### config.mk
export PLATFORM = sky130hd
export DESIGN_NAME = bgb_window_cell
export DESIGN_NICKNAME = d
export VERILOG_FILES = /design/src/bgb_pkg.sv /design/src/bgb_window_cell.sv
export SDC_FILE = /design/constraint.sdc
export NUM_CORES = 1
export LEC_CHECK = 0
export BUFFER_PORTS_ARGS = -buffer_cell sky130_fd_sc_hd__clkbuf_2
export CAP_MARGIN = 20
export CELL_PAD_IN_SITES_DETAIL_PLACEMENT = 2
export CELL_PAD_IN_SITES_GLOBAL_PLACEMENT = 2
export CORE_MARGIN = 2
export CORE_UTILIZATION = 25
export DETAILED_ROUTE_END_ITERATION = 10
export GPL_TIMING_DRIVEN = 0
export PLACE_DENSITY = 0.74
export SLEW_MARGIN = 20
export SYNTH_ARGS = -nofsm -noshare
export SYNTH_HDL_FRONTEND = slang
export SYNTH_SLANG_ARGS = --single-unit
export TNS_END_PERCENT = 20
### constraint.sdc
create_clock -name clk -period 0.9 [get_ports clk]
set_input_delay 0.135 -clock clk [delete_from_list [all_inputs] [get_ports clk]]
set_output_delay 0.135 -clock clk [all_outputs]
set_load 0.005 [all_outputs]
### src/bgb_pkg.sv
// Shared types, constants and weight function for the binomial blur block.
package bgb_pkg;

  // Fixed field and register widths.
  localparam int PIXEL_W      = 8;
  localparam int WIDTH_REG_W  = 11;
  localparam int HEIGHT_REG_W = 16;
  localparam int APB_ADDR_W   = 3;
  localparam int APB_DATA_W   = 32;

  // Register values after reset.
  localparam logic [WIDTH_REG_W-1:0]  RESET_WIDTH  = 11'd640;
  localparam logic [HEIGHT_REG_W-1:0] RESET_HEIGHT = 16'd480;

  // Command code of an input item that stands for a zero pixel past the frame.
  localparam logic CMD_DRAIN = 1'b1;

  typedef logic [PIXEL_W-1:0] pixel_t;

  // Register index, taken from the word address of the configuration port.
  typedef enum logic {
    REG_IMAGE_WIDTH  = 1'b0,
    REG_IMAGE_HEIGHT = 1'b1
  } reg_index_t;

  // Flags that travel with an item down the pipeline.
  typedef struct packed {
    logic result;
    logic row_end;
    logic frame_end;
  } res_flags_t;

  // One finished result as held in the output queue.
  typedef struct packed {
    pixel_t blurred;
    logic   row_end;
    logic   frame_end;
  } result_t;

  // Control of one line store row.
  typedef struct packed {
    logic rd_en;
    logic wr_en;
    logic bypass;
  } line_ctl_t;

  // Control of one window column.
  typedef struct packed {
    logic clear;
    logic shift;
    logic flush;
  } win_ctl_t;

  // Binomial coefficient n over k, built row by row of Pascal's triangle.
  function automatic int binomial(input int n, input int k);
    int row [16];
    for (int i = 0; i < 16; i++) begin
      row[i] = 0;
    end
    row[0] = 1;
    for (int m = 1; m <= n; m++) begin
      for (int j = m; j > 0; j--) begin
        row[j] = row[j] + row[j-1];
      end
    end
    return row[k];
  endfunction

endpackage

### src/bgb_window_cell.sv
// One column of the filter window; shifts toward the older neighbor on each item.
module bgb_window_cell import bgb_pkg::*; #(
  parameter int KSIZE = 5
) (
  input  logic                            clk,
  input  win_ctl_t                        ctl,
  input  logic [KSIZE-1:0][PIXEL_W-1:0]   d,
  output logic [KSIZE-1:0][PIXEL_W-1:0]   q
);

  // Flush loads zeros, as the window is emptied after the end of a frame.
  always_ff @(posedge clk) begin
    if (ctl.clear) begin
      q <= '0;
    end else if (ctl.shift) begin
      q <= ctl.flush ? '0 : d;
    end
  end

endmodule

==> impl_table.tex <==
\begin{tabular}{lr}
\hline
Metric & Value \\
\hline
\multicolumn{2}{l}{\textbf{Cells and area}} \\
Filler Cells Inserted & around 770 \\
Diodes inserted & 0 \\
Most used cells in the layout excluding fill and tap cells & sky130\_fd\_sc\_hd\_\_clkbuf\_2 (74), sky130\_fd\_sc\_hd\_\_nand2b\_1 (40), sky130\_fd\_sc\_hd\_\_nand3b\_1 (40), sky130\_fd\_sc\_hd\_\_dfxtp\_2 (39), sky130\_fd\_sc\_hd\_\_a21oi\_1 (38) \\
Fraction of final layout cells with drive strength greater than 1 & 0.536 \\
Most flop-heavy register & q \\
Total Nets Final & 310 \\
Max FFs per register & 40 \\
Area growth from synthesis to layout & 41.8\% \\
Most common cell after layout, fill and taps aside & sky130\_fd\_sc\_hd\_\_clkbuf\_2 \\
Registers with the highest flip-flop counts & q: 40 flops \\
Post-layout util & 0.360 \\
\multicolumn{2}{l}{\textbf{Power}} \\
Sequential share of power & 0.492 \\
Leakage power & between 0.001 and 0.0015 uW \\
Pwr dens & between 1500 and 2000 mW/mm\^{}2 \\
VDD IR-drop max & approximately 680 uV \\
NetSw & roughly 900 uW \\
Logic gate share of total power & 0.125 \\
Fraction of power consumed by the clock network & 0.382 \\
Switching part of the total & 0.233 \\
Internal power & just under 3000 uW \\
\multicolumn{2}{l}{\textbf{Clock network}} \\
Number of buffers created by CTS & 5 \\
Clk Latency, worst-skew pair & 0.29 ns \\
Root cell of the clock tree & sky130\_fd\_sc\_hd\_\_clkbuf\_8 \\
Clock transition time at the flip-flop clock pins of the worst setup and hold paths & roughly 0.08 ns \\
Buffers from clock root to sink, at most & 2 \\
Total clock sinks & 40 \\
Total number of H-tree levels & 2 \\
Clock tree from TritonCTS & built \\
\multicolumn{2}{l}{\textbf{Synth}} \\
Number of register bits inferred by synthesis & 40 \\
Post-synthesis net count & 221 \\
Ranking of synthesized cells by area & sky130\_fd\_sc\_hd\_\_dfxtp\_1 (47\%), sky130\_fd\_sc\_hd\_\_nand3b\_1 (18\%), sky130\_fd\_sc\_hd\_\_nand2b\_1 (15\%) \\
Post-Synthesis Cell Area & about 0.0017 sq mm \\
Yosys top cell by area & sky130\_fd\_sc\_hd\_\_dfxtp\_1 \\
Avg Cell Area, Syn & between 9 and 10 sq um \\
Number of distinct standard cells referenced by the synthesized netlist & 9 \\
YS warnings & 0 \\
Synth Instances & $\sim$180 \\
Sequential fraction of the synthesis area & 0.472 \\
Area share of the leading cell type in the synthesized netlist & 0.472 \\
\multicolumn{2}{l}{\textbf{Die}} \\
\# rows & 30 \\
Core footprint & $\sim$0.0067 sq mm \\
Die Outline Area & between 0.007 and 0.008 sq mm \\
Starting utilization of the core area & 0.254 \\
Die width & $\sim$86 microns \\
Die outline height & roughly 86 microns \\
I/O pin count & 84 \\
\multicolumn{2}{l}{\textbf{Critical path}} \\
Critical path start-end classification & flop to primary output \\
Critical path required time & 0.76 ns \\
Critical path arrival & 0.74 ns \\
Crit Path Max Fanout & 2 \\
Bufs and invs on worst path & 1 \\
Largest delay share family, worst path & flip-flops \\
Startpoint Class & flop \\
Crit. End Element & primary output \\
Worst-path cell chain & clkbuf\_2 \\
Slowest stage cell, crit path & sky130\_fd\_sc\_hd\_\_dfxtp\_2 \\
Max incr delay on CP & between 0.3 and 0.4 ns \\
\multicolumn{2}{l}{\textbf{Global routing}} \\
Initial antenna violation count & 0 \\
Vias in the first global route & between 1.5k and 2k \\
Overall Global Routing Usage & 0.134 \\
First-pass GRT wire length & between 7000 and 8000 microns \\
Largest net degree at the start of global routing & 13 \\
Total grt overflow & 0 \\
\multicolumn{2}{l}{\textbf{Routing}} \\
Antenna violation net count after detailed routing & 0 \\
Remaining routing DRC violations & 0 \\
Total number of vias & 1563 \\
Number of iterations in the first detailed-routing pass & 4 \\
Vias/cell & $\sim$4.5 \\
Violation count after the first detailed-route iteration & 43 \\
Detail-routed net length per standard cell & between 10 and 15 microns \\
Total Routed Length & around 5000 microns \\
\multicolumn{2}{l}{\textbf{Place}} \\
Gpl congestion & 0.693 \\
Count of buffers inserted at the top-level ports & 80 \\
Sum of net half-perimeters after detailed placement & $\sim$3600 microns \\
\multicolumn{2}{l}{\textbf{Timing}} \\
Max-slew headroom at the worst pin & 0.661 \\
Hold violation total from the final report & 0 \\
Count of final max-slew check failures & 0 \\
Fin Setup TNS & 0 ns \\
Min cycle time layout & between 0.8 and 0.9 ns \\
Layout Skew & 0 ns \\
Achievable frequency & roughly 1100 MHz \\
Period utilization & 0.974 \\
Actual slew at the worst max-slew pin & between 0.5 and 0.6 ns \\
RSZ-0062 raised after global routing & yes \\
Final Setup Violations & 0 \\
\multicolumn{2}{l}{\textbf{Min path}} \\
Path category of the worst min-delay check & input pin to flop \\
\multicolumn{2}{l}{\textbf{Flow run}} \\
Max-capacitance violation count & 0 \\
\multicolumn{2}{l}{\textbf{Status}} \\
Status & finished, final reports clean \\
\hline
\end{tabular}
==> stage by stage <==
stage	setup slack [ns]	std cells	total power [uW]	instance area, sq um	hold slack [ns]
5_1_grt	-0.0171	347	4060	2400	0.0792
6_report	0.0233	347	3830	2400	0.0774
4_1_cts	0.000173	345	3890	2320	0.0676
3_5_place_dp	0.102	337	2390	2200	0.396
3_3_place_gp	0.127	337	2380	2200	0.391
2_1_floorplan	0.224	177	2160	1700	0.299
==> routing by layer <==
metal,vias up,wire length [microns],global-route usage,share of wire
li1,773,-,-,-
met1,731,2280,0.171,0.46
met2,54,2260,0.216,0.45
met3,5,375,0.0467,0.076
met4,0,53,0.0341,0.011
met5,-,0,0,0
==> power by group through the flow <==
| stage | Clock, uW | Sequential, uW | Combinational [uW] |
|---|---|---|---|
| after CTS | 1530 | 1880 | 478 |
| after global placement | 0 | 1910 | 469 |
| final | 1470 | 1890 | 480 |
| after global routing | 1630 | 1900 | 535 |
| after detailed placement | 0 | 1910 | 476 |
| after floorplan | 0 | 1920 | 244 |
==> synthesized netlist by cell type <==
| library cell | count |
|---|---|
| sky130_fd_sc_hd__a21oi_1 | 38 |
| sky130_fd_sc_hd__nand3b_1 | 40 |
| sky130_fd_sc_hd__a21oi_2 | 2 |
| sky130_fd_sc_hd__dfxtp_1 | 40 |
| sky130_fd_sc_hd__nand2b_1 | 40 |
| sky130_fd_sc_hd__buf_2 | 4 |
| sky130_fd_sc_hd__buf_1 | 1 |
| sky130_fd_sc_hd__buf_6 | 9 |
| sky130_fd_sc_hd__clkbuf_1 | 3 |
==> cell type report <==
cell class | instances | area (sq um) | area share
buffer | 17 | 136 | 0.0567
clock buffer | 6 | 72.6 | 0.0302
clock inverter | 2 | 35.0 | 0.0146
multi-input combinational | 120 | 758 | 0.315
sequential | 40 | 850 | 0.353
tap | 80 | 100 | 0.0416
timing repair buffer | 82 | 453 | 0.188
==> path summary, 6_finish.rpt <==
kind,slack [ns],cells past startpoint,startpoint,to
max,0.02,1,q[25],q[25]
min,0.08,3,d[36],q[36]
max reg2reg,0.20,3,q[29],q[29]
min reg2reg,0.47,2,q[31],q[31]
==> kinds of logic after synthesis <==
family,after synthesis,synth area share
buf+inv,17,0.0804
flops,40,0.472
simple gates,80,0.325
compound gates,40,0.123
==> what timing repair did <==
action	in CTS	in global routing
buffers inserted	0	2
setup endpoints to repair	16	38
gates resized for setup	16	33
hold buffers	0	0
==> tightest hold or removal path: cells and delay by family <==
| family | cells | cell delay (ns) |
|---|---|---|
| compound gates | 1 | 0.06 |
| buf+inv | 1 | 0.08 |
| simple gates | 1 | 0.06 |
Note: power is estimated with default switching activity, not from simulation.
